[config.mk]
export PLATFORM = sky130hd
export DESIGN_NAME = qr_finder_row_run_detector
export DESIGN_NICKNAME = d
export VERILOG_FILES = /design/src/design/qrf_pkg.sv /design/src/design/qrf_front.sv /design/src/design/qrf_queue.sv /design/src/design/qrf_back.sv /design/src/design/qr_finder_row_run_detector.sv
export SDC_FILE = /design/constraint.sdc
export NUM_CORES = 1
export LEC_CHECK = 0
export BUFFER_PORTS_ARGS = -buffer_cell sky130_fd_sc_hd__buf_2
export CORE_UTILIZATION = 40
export CTS_BUF_LIST = sky130_fd_sc_hd__clkbuf_2 sky130_fd_sc_hd__clkbuf_4 sky130_fd_sc_hd__clkbuf_8
export CTS_CLUSTER_DIAMETER = 200
export DETAILED_ROUTE_END_ITERATION = 16
export GPL_TIMING_DRIVEN = 1
export SETUP_SLACK_MARGIN = 0.02
export SYNTH_ARGS = -nofsm -noshare
export SYNTH_HDL_FRONTEND = slang
export SYNTH_SLANG_ARGS = --single-unit
export TNS_END_PERCENT = 5
[constraint.sdc]
create_clock -name clk -period 21.2 [get_ports clk]
set_input_delay 4.24 -clock clk [delete_from_list [all_inputs] [get_ports clk]]
set_output_delay 4.24 -clock clk [all_outputs]
set_load 0.05 [all_outputs]
[src/design/qrf_pkg.sv]
// ----------------------------------------------------------------------------
// qrf_pkg
// Shared types and constants for the QR finder-pattern row run detector.
// ----------------------------------------------------------------------------
package qrf_pkg;

    localparam int MAX_ROW_WIDTH = 4096;

    localparam int ROW_W  = 12;
    localparam int RUN_W  = 13;
    localparam int COL_W  = $clog2(MAX_ROW_WIDTH);
    localparam int END_W  = $clog2(MAX_ROW_WIDTH + 1);
    localparam int ENDO_W = 13;
    localparam int CX_W   = 14;
    localparam int TOT_W  = 13;
    localparam int SUM_W  = 16;
    localparam int NRUNS  = 5;

    localparam logic [RUN_W-1:0] RUN_MAX = {RUN_W{1'b1}};

    localparam int QDEPTH = 4;
    localparam int QAW    = $clog2(QDEPTH);
    localparam int QCW    = $clog2(QDEPTH + 1);

    typedef logic [RUN_W-1:0] run_t;

    typedef struct packed {
        logic [ROW_W-1:0] row;
        logic [END_W-1:0] end_col;
        run_t [NRUNS-1:0] runs;
        logic             from_row_end;
    } test_req_t;

    typedef struct packed {
        logic [ROW_W-1:0]  cand_row;
        logic [ENDO_W-1:0] cand_end_column;
        logic [CX_W-1:0]   center_x_twice;
        logic [TOT_W-1:0]  total_width;
        logic [RUN_W-1:0]  center_run;
        logic              from_row_end;
    } result_t;

endpackage

[src/design/qrf_front.sv]
// ----------------------------------------------------------------------------
// qrf_front
// Tracks the five alternating runs of a row and queues a ratio test whenever
// the fifth run closes or the row ends.
// ----------------------------------------------------------------------------
module qrf_front
    import qrf_pkg::*;
(
    input  logic             clk,
    input  logic             rst_n,
    input  logic             in_valid,
    input  logic             pixel_black,
    input  logic [ROW_W-1:0] row_index,
    input  logic             row_end,
    input  logic             q_full,
    output logic             in_ready,
    output logic             push,
    output test_req_t        req
);

    run_t [NRUNS-1:0] runs_reg;
    run_t [NRUNS-1:0] runs_next;
    run_t [NRUNS-1:0] runs_upd;
    logic [2:0]       phase_reg;
    logic [2:0]       phase_next;
    logic [2:0]       phase_upd;
    logic [COL_W-1:0] col_reg;
    logic [COL_W-1:0] col_next;
    logic             accept;
    logic             mid_test;
    logic             inc_en;

    assign in_ready = !q_full;
    assign accept   = in_valid && in_ready;

    always_comb
    begin
        runs_upd  = runs_reg;
        phase_upd = phase_reg;
        mid_test  = 1'b0;
        inc_en    = 1'b1;
        if (pixel_black)
        begin
            if (phase_reg[0])
            begin
                phase_upd = phase_reg + 3'd1;
            end
        end
        else if (!phase_reg[0])
        begin
            if (phase_reg == 3'd4)
            begin
                mid_test = 1'b1;
                inc_en   = 1'b0;
            end
            else
            begin
                phase_upd = phase_reg + 3'd1;
            end
        end
        if (mid_test)
        begin
            runs_upd[0] = runs_reg[2];
            runs_upd[1] = runs_reg[3];
            runs_upd[2] = runs_reg[4];
            runs_upd[3] = RUN_W'(1);
            runs_upd[4] = '0;
            phase_upd   = 3'd3;
        end
        else if (inc_en)
        begin
            for (int k = 0; k < NRUNS; k++)
            begin
                if (phase_upd == 3'(k) && runs_reg[k] != RUN_MAX)
                begin
                    runs_upd[k] = runs_reg[k] + RUN_W'(1);
                end
            end
        end
    end

    always_comb
    begin
        req.row          = row_index;
        req.from_row_end = !mid_test;
        if (mid_test)
        begin
            req.runs    = runs_reg;
            req.end_col = END_W'(col_reg);
        end
        else
        begin
            req.runs    = runs_upd;
            req.end_col = END_W'(col_reg) + END_W'(1);
        end
        push = accept && (mid_test || row_end);
    end

    always_comb
    begin
        runs_next  = runs_reg;
        phase_next = phase_reg;
        col_next   = col_reg;
        if (accept)
        begin
            if (row_end)
            begin
                runs_next  = '0;
                phase_next = '0;
                col_next   = '0;
            end
            else
            begin
                runs_next  = runs_upd;
                phase_next = phase_upd;
                if (col_reg != COL_W'(MAX_ROW_WIDTH - 1))
                begin
                    col_next = col_reg + COL_W'(1);
                end
            end
        end
    end

    always_ff @(posedge clk or negedge rst_n)
    begin
        if (!rst_n)
        begin
            runs_reg  <= '0;
            phase_reg <= '0;
            col_reg   <= '0;
        end
        else
        begin
            runs_reg  <= runs_next;
            phase_reg <= phase_next;
            col_reg   <= col_next;
        end
    end

endmodule

[src/design/qrf_queue.sv]
// ----------------------------------------------------------------------------
// qrf_queue
// Short FIFO of pending ratio tests between the run tracker and the tester.
// ----------------------------------------------------------------------------
module qrf_queue
    import qrf_pkg::*;
(
    input  logic      clk,
    input  logic      rst_n,
    input  logic      push,
    input  test_req_t push_req,
    input  logic      pop,
    output logic      full,
    output logic      head_valid,
    output test_req_t head_req
);

    test_req_t        mem [QDEPTH];
    logic [QAW-1:0]   wr_ptr_reg;
    logic [QAW-1:0]   wr_ptr_next;
    logic [QAW-1:0]   rd_ptr_reg;
    logic [QAW-1:0]   rd_ptr_next;
    logic [QCW-1:0]   count_reg;
    logic [QCW-1:0]   count_next;
    logic             do_pop;

    assign full       = (count_reg == QCW'(QDEPTH));
    assign head_valid = (count_reg != '0);
    assign head_req   = mem[rd_ptr_reg];
    assign do_pop     = pop && head_valid;

    always_comb
    begin
        wr_ptr_next = push   ? wr_ptr_reg + QAW'(1) : wr_ptr_reg;
        rd_ptr_next = do_pop ? rd_ptr_reg + QAW'(1) : rd_ptr_reg;
        count_next  = count_reg + QCW'(push) - QCW'(do_pop);
    end

    always_ff @(posedge clk)
    begin
        if (push)
        begin
            mem[wr_ptr_reg] <= push_req;
        end
    end

    always_ff @(posedge clk or negedge rst_n)
    begin
        if (!rst_n)
        begin
            wr_ptr_reg <= '0;
            rd_ptr_reg <= '0;
            count_reg  <= '0;
        end
        else
        begin
            wr_ptr_reg <= wr_ptr_next;
            rd_ptr_reg <= rd_ptr_next;
            count_reg  <= count_next;
        end
    end

endmodule

[src/design/qrf_back.sv]
// ----------------------------------------------------------------------------
// qrf_back
// Two-stage ratio tester: sums the runs, checks 1:1:3:1:1 within half a
// module (1.5 for the centre run), registers passing candidates for output.
// ----------------------------------------------------------------------------
module qrf_back
    import qrf_pkg::*;
(
    input  logic      clk,
    input  logic      rst_n,
    input  logic      head_valid,
    input  test_req_t head_req,
    output logic      pop,
    output logic      out_valid,
    input  logic      out_ready,
    output result_t   out_res
);

    localparam int SW = 20;

    test_req_t        s1_req_reg;
    logic [SUM_W-1:0] s1_total_reg;
    logic             s1_valid_reg;
    logic             s1_valid_next;
    logic [SUM_W-1:0] total_sum;
    logic             out_valid_reg;
    logic             out_valid_next;
    result_t          out_res_reg;
    result_t          res_calc;
    logic             out_ld;
    logic             s1_adv;
    logic             ok;
    logic signed [SW-1:0] t_s;
    logic signed [SW-1:0] s_s;
    logic signed [SW-1:0] d_s;
    logic signed [SW-1:0] cx_s;
    logic signed [SW-1:0] end_s;

    assign out_ld = !out_valid_reg || out_ready;
    assign s1_adv = s1_valid_reg && out_ld;
    assign pop    = head_valid && (!s1_valid_reg || s1_adv);

    always_comb
    begin
        total_sum = '0;
        for (int k = 0; k < NRUNS; k++)
        begin
            total_sum = total_sum + SUM_W'(head_req.runs[k]);
        end
    end

    always_comb
    begin
        t_s = SW'(s1_total_reg);
        ok  = (t_s >= SW'(7));
        s_s = '0;
        d_s = '0;
        for (int k = 0; k < NRUNS; k++)
        begin
            s_s = SW'(s1_req_reg.runs[k]);
            if (s_s == '0)
            begin
                ok = 1'b0;
            end
            if (k == 2)
            begin
                d_s = (t_s <<< 2) + (t_s <<< 1) - ((s_s <<< 4) - (s_s <<< 1));
                if (d_s < 0)
                begin
                    d_s = -d_s;
                end
                if (!(d_s < (t_s <<< 1) + t_s))
                begin
                    ok = 1'b0;
                end
            end
            else
            begin
                d_s = (t_s <<< 1) - ((s_s <<< 4) - (s_s <<< 1));
                if (d_s < 0)
                begin
                    d_s = -d_s;
                end
                if (!(d_s < t_s))
                begin
                    ok = 1'b0;
                end
            end
        end
    end

    always_comb
    begin
        end_s = SW'(s1_req_reg.end_col);
        cx_s  = ((end_s - SW'(s1_req_reg.runs[4]) - SW'(s1_req_reg.runs[3])) <<< 1)
                - SW'(s1_req_reg.runs[2]);

        res_calc.cand_row     = s1_req_reg.row;
        res_calc.center_run   = s1_req_reg.runs[2];
        res_calc.from_row_end = s1_req_reg.from_row_end;

        if (end_s > SW'({ENDO_W{1'b1}}))
        begin
            res_calc.cand_end_column = {ENDO_W{1'b1}};
        end
        else
        begin
            res_calc.cand_end_column = end_s[ENDO_W-1:0];
        end

        if (cx_s < 0)
        begin
            res_calc.center_x_twice = '0;
        end
        else if (cx_s > SW'({CX_W{1'b1}}))
        begin
            res_calc.center_x_twice = {CX_W{1'b1}};
        end
        else
        begin
            res_calc.center_x_twice = cx_s[CX_W-1:0];
        end

        if (t_s > SW'({TOT_W{1'b1}}))
        begin
            res_calc.total_width = {TOT_W{1'b1}};
        end
        else
        begin
            res_calc.total_width = t_s[TOT_W-1:0];
        end
    end

    always_comb
    begin
        s1_valid_next  = s1_valid_reg;
        out_valid_next = out_valid_reg;
        if (pop)
        begin
            s1_valid_next = 1'b1;
        end
        else if (s1_adv)
        begin
            s1_valid_next = 1'b0;
        end
        if (out_ld)
        begin
            out_valid_next = s1_valid_reg && ok;
        end
    end

    always_ff @(posedge clk)
    begin
        if (pop)
        begin
            s1_req_reg   <= head_req;
            s1_total_reg <= total_sum;
        end
        if (s1_adv)
        begin
            out_res_reg <= res_calc;
        end
    end

    always_ff @(posedge clk or negedge rst_n)
    begin
        if (!rst_n)
        begin
            s1_valid_reg  <= 1'b0;
            out_valid_reg <= 1'b0;
        end
        else
        begin
            s1_valid_reg  <= s1_valid_next;
            out_valid_reg <= out_valid_next;
        end
    end

    assign out_valid = out_valid_reg;
    assign out_res   = out_res_reg;

endmodule

[src/design/qr_finder_row_run_detector.sv]
// Scans binarized image rows for the 1:1:3:1:1 black/white run pattern of a
// QR finder. One pixel transaction is taken every clock while the four-entry
// test queue has room; the queue fills only when the output stream stalls.
// A candidate reaches the output through the queue write, the registered run
// sum and the registered ratio check, in that order, after the transaction of
// the pixel that closes it; each pixel causes at most one.
// ----------------------------------------------------------------------------
// qr_finder_row_run_detector
// Top level: run tracker, test queue and ratio tester on stream ports.
// ----------------------------------------------------------------------------
module qr_finder_row_run_detector
    import qrf_pkg::*;
(
    input  logic        clk,
    input  logic        rst_n,
    input  logic        s_axis_tvalid,
    output logic        s_axis_tready,
    input  logic [15:0] s_axis_tdata,   // [0] pixel_black, [12:1] row_index, [15:13] zero
    input  logic        s_axis_tlast,   // row_end
    output logic        m_axis_tvalid,
    input  logic        m_axis_tready,
    output logic [71:0] m_axis_tdata,   // [11:0] cand_row, [24:12] cand_end_column,
                                        // [38:25] center_x_twice, [51:39] total_width,
                                        // [64:52] center_run, [71:65] zero
    output logic [0:0]  m_axis_tuser    // [0] from_row_end
);

    logic      q_full;
    logic      push;
    test_req_t push_req;
    logic      pop;
    logic      head_valid;
    test_req_t head_req;
    result_t   res;

    qrf_front u_front
    (
        .clk         (clk),
        .rst_n       (rst_n),
        .in_valid    (s_axis_tvalid),
        .pixel_black (s_axis_tdata[0]),
        .row_index   (s_axis_tdata[12:1]),
        .row_end     (s_axis_tlast),
        .q_full      (q_full),
        .in_ready    (s_axis_tready),
        .push        (push),
        .req         (push_req)
    );

    qrf_queue u_queue
    (
        .clk        (clk),
        .rst_n      (rst_n),
        .push       (push),
        .push_req   (push_req),
        .pop        (pop),
        .full       (q_full),
        .head_valid (head_valid),
        .head_req   (head_req)
    );

    qrf_back u_back
    (
        .clk        (clk),
        .rst_n      (rst_n),
        .head_valid (head_valid),
        .head_req   (head_req),
        .pop        (pop),
        .out_valid  (m_axis_tvalid),
        .out_ready  (m_axis_tready),
        .out_res    (res)
    );

    assign m_axis_tdata = {7'd0, res.center_run, res.total_width, res.center_x_twice,
                           res.cand_end_column, res.cand_row};
    assign m_axis_tuser = res.from_row_end;

endmodule
== Yosys cells after proc, flatten, opt, wreduce, memory -nomap -nowiden ==
Memories as Yosys holds them, arrays and structs flattened.
Index checks and enable logic that the tools add are counted.

* Register bits after elaboration: 262
* Bits in latches: 0
* Memory bits (writable): 364
* ROM bits: 0
* Output and inout bits: 75
* Word-level logic and storage cells: 161
* Memories kept: 1

{| class="wikitable"
|+ Memory list
! name !! words !! width !! rd ports !! clocked after memory_dff !! wr ports !! RTL line !! source
|-
| u_queue.mem || 4 || 91 || 1 || 0 || 1 || qrf_queue.sv:18 || <nowiki>test_req_t mem [QDEPTH];</nowiki>
|}

* Add/sub/neg operators: 36
* Multiply operators: 0
* Divide/modulo/power cells: 0
* $lt $le $gt $ge: 14
* Equality and inequality tests: 12
* Shifts and indexed selects: 0
* Mux-type cells: 43
* Bitwise logic cells: 0
* Reductions and logical operators: 28

{| class="wikitable"
|+ Operators with widths
! operator !! number
|-
| 2-to-1 mux 65 bit || 3
|-
| less-than comparator 20 x 1 -> 1 bit (second input constant) || 6
|-
| 2-to-1 mux 20 bit || 5
|-
| negator 20 bit || 5
|-
| subtractor 17 x 14 -> 18 bit || 5
|-
| less-than comparator 20 x 17 -> 1 bit || 4
|-
| 2-to-1 mux 78 bit || 1
|-
| subtractor 18 x 18 -> 19 bit || 4
|-
| adder 13 x 1 -> 13 bit (second input constant) || 5
|-
| logical NOT 13 bit || 5
|-
| 2-to-1 mux 13 bit || 5
|-
| != test 13 bit (second input constant) || 5
|-
| adder 16 x 13 -> 16 bit || 3
|-
| 2-to-1 mux 12 bit || 2
|-
| greater-than comparator 20 x 14 -> 1 bit (second input constant) || 1
|-
| less-than comparator 20 bit || 1
|-
| 2-to-1 mux 1 bit || 20
|-
| subtractor 20 x 13 -> 20 bit || 1
|-
| subtractor 20 x 18 -> 20 bit || 1
|-
| adder 18 x 17 -> 19 bit || 1
|-
| subtractor 19 x 13 -> 19 bit || 1
|-
| adder 17 x 16 -> 18 bit || 1
|-
| 2-to-1 mux 3 bit || 6
|-
| >= comparator 16 x 3 -> 1 bit (second input constant) || 1
|-
| other kinds (21) || 41
|}

== Logic depth before layout (Yosys ltp) ==
* Depth after elaboration: 15
* Gate-level depth with buffers: 35

== Modules after synthesis ==
From an unflattened synthesis, not the netlist that was laid out.

* Cell total of the unflattened synthesis: 3406
* Area total of the unflattened synthesis: 39182.6 um^2

{| class="wikitable"
|+ By module, submodules not included
! module !! times used !! cells each !! area an instance (um^2) !! seq. area each (um^2)
|-
| qrf_back || 1 || 2140 || 19572.5 || 5245.0
|-
| qrf_queue || 1 || 510 || 13534.2 || 11105.7
|-
| qrf_front || 1 || 748 || 6019.5 || 2001.9
|-
| qr_finder_row_run_detector || 1 || 8 || 56.3 || 0.0
|}

== Worst setup path after synthesis ==
No wires, ideal clock.

* Kind: input port to flip-flop
* From: input m_axis_tready
* To: register u_queue.count_reg[2]
* Library setup time: 0.123 ns
* Arrival: 11.357 ns
* Required time: 21.077 ns
* Setup slack: 9.720 ns
* Stages: 9
* Cells stage by stage: nor2b_1 a21oi_1 ha_1 inv_1 ha_1 inv_1 fa_1 xnor2_1 xnor2_1

* Longest elaborated chain between the ends: 6

{| class="wikitable"
|+ RTL lines
! element !! RTL line !! source
|-
| start, declared || qr_finder_row_run_detector.sv:21 || <nowiki>input logic m_axis_tready,</nowiki>
|-
| logical OR 1 bit || qrf_back.sv:39 || <nowiki>assign out_ld = !out_valid_reg || out_ready;</nowiki>
|-
| logical AND 1 bit || qrf_back.sv:40 || <nowiki>assign s1_adv = s1_valid_reg && out_ld;</nowiki>
|-
| logical OR 1 bit || qrf_back.sv:41 || <nowiki>assign pop = head_valid && (!s1_valid_reg || s1_adv);</nowiki>
|-
| logical AND 1 bit || qrf_back.sv:41 ||
|-
| named net pop || qr_finder_row_run_detector.sv:31 || <nowiki>logic pop;</nowiki>
|-
| logical AND 1 bit || qrf_queue.sv:30 || <nowiki>assign do_pop = pop && head_valid;</nowiki>
|-
| subtractor 3 x 1 -> 3 bit || qrf_queue.sv:36 || <nowiki>count_next = count_reg + QCW'(push) - QCW'(do_pop);</nowiki>
|-
| named net u_queue.count_next[2] || qrf_queue.sv:24 || <nowiki>logic [QCW-1:0] count_next;</nowiki>
|-
| end signal, assigned || qrf_queue.sv:59 || <nowiki>count_reg <= count_next;</nowiki>
|-
| end, declared || qrf_queue.sv:23 || <nowiki>logic [QCW-1:0] count_reg;</nowiki>
|}

The timed path passes the listed nets, and every way through them passes these cells.
A chain may end at the register's enable or synchronous reset.

== Worst setup path after layout ==
* From: register u_back.s1_total_reg[1]
* To: register u_back.out_valid_reg, in the netlist u_back.out_valid

* Longest elaborated chain between the ends: 14
* Elaborated cells on any way between the ends: 39
* Those cells by class: add/sub: 12; order compare: 11; mux: 15; reduce/logical: 1

{| class="wikitable"
|+ RTL lines
! element !! RTL line !! source
|-
| start, declared || qrf_back.sv:22 || <nowiki>logic [SUM_W-1:0] s1_total_reg;</nowiki>
|-
| start signal, assigned || qrf_back.sv:157 || <nowiki>s1_total_reg <= total_sum;</nowiki>
|-
| branches (longest 12 deep; another with subtractor 20 x 18 -> 20 bit) || n/a ||
|-
| 2-to-1 mux 1 bit * || qrf_back.sv:84 || <nowiki>if (!(d_s < t_s))</nowiki>
|-
| logical AND 1 bit * || qrf_back.sv:148 || <nowiki>out_valid_next = s1_valid_reg && ok;</nowiki>
|-
| end signal, assigned || qrf_back.sv:175 || <nowiki>out_valid_reg <= out_valid_next;</nowiki>
|-
| end, declared || qrf_back.sv:26 || <nowiki>logic out_valid_reg;</nowiki>
|}

Every way passes the cells marked *.

==> results by group <==
Critical path
  – Critical setup path kind: reg2reg
  – Cell with the largest stage delay on the worst path: sky130_fd_sc_hd__a2111oi_0
  – Crit end category: flip-flop
  – Startpoint of the lowest-slack register-to-register path: u_back.s1_total_reg[1]
  – Reg2reg end: u_back.out_valid
  – Worst endpoint required time: 21.79 ns
  – Critical path's largest stage delay: ~0.64 ns
  – Data arrival time of the critical path: between 9 and 10 ns
  – Reg2Reg Depth: 32
  – Biggest fanout along the worst timing path: 13
  – Setup slack on the worst flop-to-flop path: ~12 ns
  – Crit path buffers/inverters: 2
  – Launching element type of the critical path: flip-flop
  – Top cell family by delay on the critical path: compound AO/OA/AOI/OAI gates

Floorplanning
  – Die width: about 310 µm
  – Die outline height: ~310 µm
  – Initial core utilization: just over 40%
  – Core Box Area: around 0.097 mm²
  – Count of boundary I/O pins: between 90 and 100
  – Number of rows created at floorplan: between 100 and 150
  – Floorplan die area: between 0.09 and 0.1 mm²

Routing
  – Starting DRC count in detailed routing: between 1500 and 2000
  – Total length of routed wires: 96400 µm
  – Vias post-DR: 26600
  – Average wire length per cell after detail routing: about 20 µm
  – Vias per std cell: between 5 and 6
  – Detail Route Antenna Nets: 0
  – Number of optimization iterations in the first detailed-route pass: 5
  – DRC: 0

STA
  – Total of endpoints with negative setup slack in the final report: 0
  – Setup Total Neg Slack: 0 ns
  – Final setup skew: between 0.05 and 0.06 ns
  – Endpoints failing hold: 0
  – Final count of pins violating max slew: 0
  – Transition time at the pin with the least slew margin: a little over 1 ns
  – Final critical-path share of the clock period: approximately 41%
  – Achievable frequency: approximately 110 MHz
  – Worst slew margin relative to its limit: around 31%
  – Unrepaired setup endpoints after global routing: no
  – Final Critical Period: ~8.8 ns

Cells and area
  – Fraction of final layout cells sized beyond drive strength 1: 11.7%
  – Finished layout cell area: between 0.04 and 0.05 mm²
  – Number of flip-flops in the largest register: roughly 360
  – Synth-to-Final Area Change: 10.2%
  – Leading cell type in the layout, fill and taps excluded: sky130_fd_sc_hd__edfxtp_1
  – Commonest non-fill, non-tap cells in the layout: sky130_fd_sc_hd__edfxtp_1 (537), sky130_fd_sc_hd__ha_1 (321), sky130_fd_sc_hd__inv_1 (272)
  – # nets final: 3941

Global route
  – Most used routing layer: met2
  – Global-route total usage across every layer: between 10% and 20%
  – Routing usage on met1: between 20% and 30%
  – Initial antenna violation count: 0
  – Met3 routing resource usage after global routing: 2.03%
  – Total grt overflow: 0
  – Via count of the first global-routing pass: between 20000 and 30000
  – Grt met2 use: around 32%
  – First-pass GRT wire length: between 100000 and 150000 µm
  – Largest net degree at the start of global routing: 75

Clock tree
  – Number of clock sinks seen by CTS: approximately 630
  – Resized cells post-CTS: 0
  – TritonCTS clock tree: built
  – CTS H-Tree Depth: 3
  – Clock transition at the register clock pins on the worst setup and hold paths after CTS: roughly 0.060 ns
  – Cell at the root of the clock tree: sky130_fd_sc_hd__clkbuf_8
  – Buffer depth of the longest clock path: 3
  – Number of buffers inserted for hold repair after clock tree synthesis: 0
  – Source-to-sink clock delay at the later pin of the worst-skew pair: 0.72 ns
  – Cts bufs inserted: 95
  – Number of buffers inserted by post-CTS setup repair: 0

Hold path
  – Hold Crit Endpoint: u_back.out_res[58]
  – Worst Hold Launch: u_back.res_calc[58]
  – Count of cells along the worst hold path: 0
  – Tightest Hold Check Type: reg2reg

Place
  – Placer congestion estimate: between 0.8 and 0.9
  – HPWL after detailed placement: between 70000 and 80000 µm
  – Count of port buffers added during placement: 85
  – Placed inst area: about 0.04 mm²

Yosys
  – Mean cell area of the mapped netlist: ~11 µm²
  – EDFF count, synth: 537
  – Number of register bits inferred by synthesis: around 630
  – Prevailing post-synth register cell: sky130_fd_sc_hd__edfxtp_1
  – Post-synthesis instance area: between 0.03 and 0.04 mm²
  – Proportion of synthesized flip-flops having asynchronous set or reset: ~14%
  – Number of distinct library cells after synthesis: 95
  – Count of warnings emitted by yosys: 0
  – Sequential fraction of the synthesis area: between 40 and 50%
  – Instance count of the mapped netlist: between 3000 and 4000

Flow run
  – Max Cap Violations: 0

Outcome
  – Result of the run: complete, no violations
[metrics by stage]
| stage | setup WS (ns) | hold slack, ns | instances | utilization (%) |
|---|---|---|---|---|
| after CTS | 12.35 | 0.420 | 4919 | 44.4 |
| after floorplan | 9.72 | 0.400 | 3433 | - |
| after global placement | 12.39 | 0.404 | 4741 | 42.3 |
| after global routing | 11.71 | 0.429 | 4919 | 44.4 |
| after detailed placement | 12.43 | 0.405 | 4741 | 42.3 |
| final | 12.44 | 0.417 | 4920 | 44.4 |
[logic make-up after synthesis]
group,after synthesis,share of synthesized area [%]
simple gates,871,11.2
compound gates,786,12.8
flops,626,47.2
fa+ha+maj,358,12.2
buf+inv,357,3.55
xor+xnor,315,7.09
mux,113,5.86
other cells,1,0.00964
[worst reg2reg max path, delay by kind of cell, from the launching register on]
kind,cells,cell delay (ns)
DFF,1,0.35
adders and majority gates,3,1.05
and+or+nand+nor,5,1.01
xor gates and xnor gates,2,0.73
AOI/OAI and AO/OA,20,4.78
buffers and inverters,2,0.76
[layer usage]
metal,wire length (µm),share of wire (%),vias to the layer above
li1,-,-,13000
met1,45100,47,12900
met2,45200,47,570
met3,3620,3.8,146
met4,2400,2.5,0
met5,0,0,-
[synth_stat cells (37+ instances only)]
cell | n | area share (%)
sky130_fd_sc_hd__nor2b_1 | 37 | 0.60
sky130_fd_sc_hd__xor2_1 | 103 | 2.3
sky130_fd_sc_hd__a21o_1 | 46 | 0.89
sky130_fd_sc_hd__nand2b_1 | 41 | 0.66
sky130_fd_sc_hd__a21oi_1 | 191 | 2.5
sky130_fd_sc_hd__nand3_1 | 74 | 0.95
sky130_fd_sc_hd__dfrtp_1 | 89 | 5.7
sky130_fd_sc_hd__fa_1 | 37 | 1.9
sky130_fd_sc_hd__and3_1 | 45 | 0.72
sky130_fd_sc_hd__mux4_2 | 91 | 5.3
sky130_fd_sc_hd__nor2_1 | 193 | 1.9
sky130_fd_sc_hd__clkbuf_1 | 56 | 0.54
sky130_fd_sc_hd__nand2_1 | 236 | 2.3
sky130_fd_sc_hd__xnor2_1 | 212 | 4.8
sky130_fd_sc_hd__o21ai_0 | 233 | 3.0
sky130_fd_sc_hd__nor3_1 | 67 | 0.86
sky130_fd_sc_hd__edfxtp_1 | 537 | 41
sky130_fd_sc_hd__o21a_1 | 48 | 0.93
sky130_fd_sc_hd__ha_1 | 321 | 10
sky130_fd_sc_hd__inv_1 | 272 | 2.6
[final cells by class]
class,instances,area (µm²)
clock inverters,44,350
repair buffers,116,673
diodes,1,2.50
flip-flops and latches,626,18400
inverters,273,1020
clock buffers,134,1610
multi-input cells,2450,19200
fillers,9001,53700
well taps,1276,1600
[worst max path at each step]
stage                      startpoint                    to  slack (ns)  cells past startpoint
2_1_floorplan           m_axis_tready  u_queue.count_reg[2]        9.72                      9
3_3_place_gp   u_back.s1_total_reg[1]      u_back.out_valid       12.39                     32
3_5_place_dp   u_back.s1_total_reg[1]      u_back.out_valid       12.43                     32
4_1_cts        u_back.s1_total_reg[1]      u_back.out_valid       12.35                     32
5_1_grt        u_back.s1_total_reg[1]      u_back.out_valid       11.71                     32
6_report       u_back.s1_total_reg[1]      u_back.out_valid       12.44                     32
Power is not shown: default switching activity piles up to over one toggle a cycle in this logic, so the estimate is an artifact.
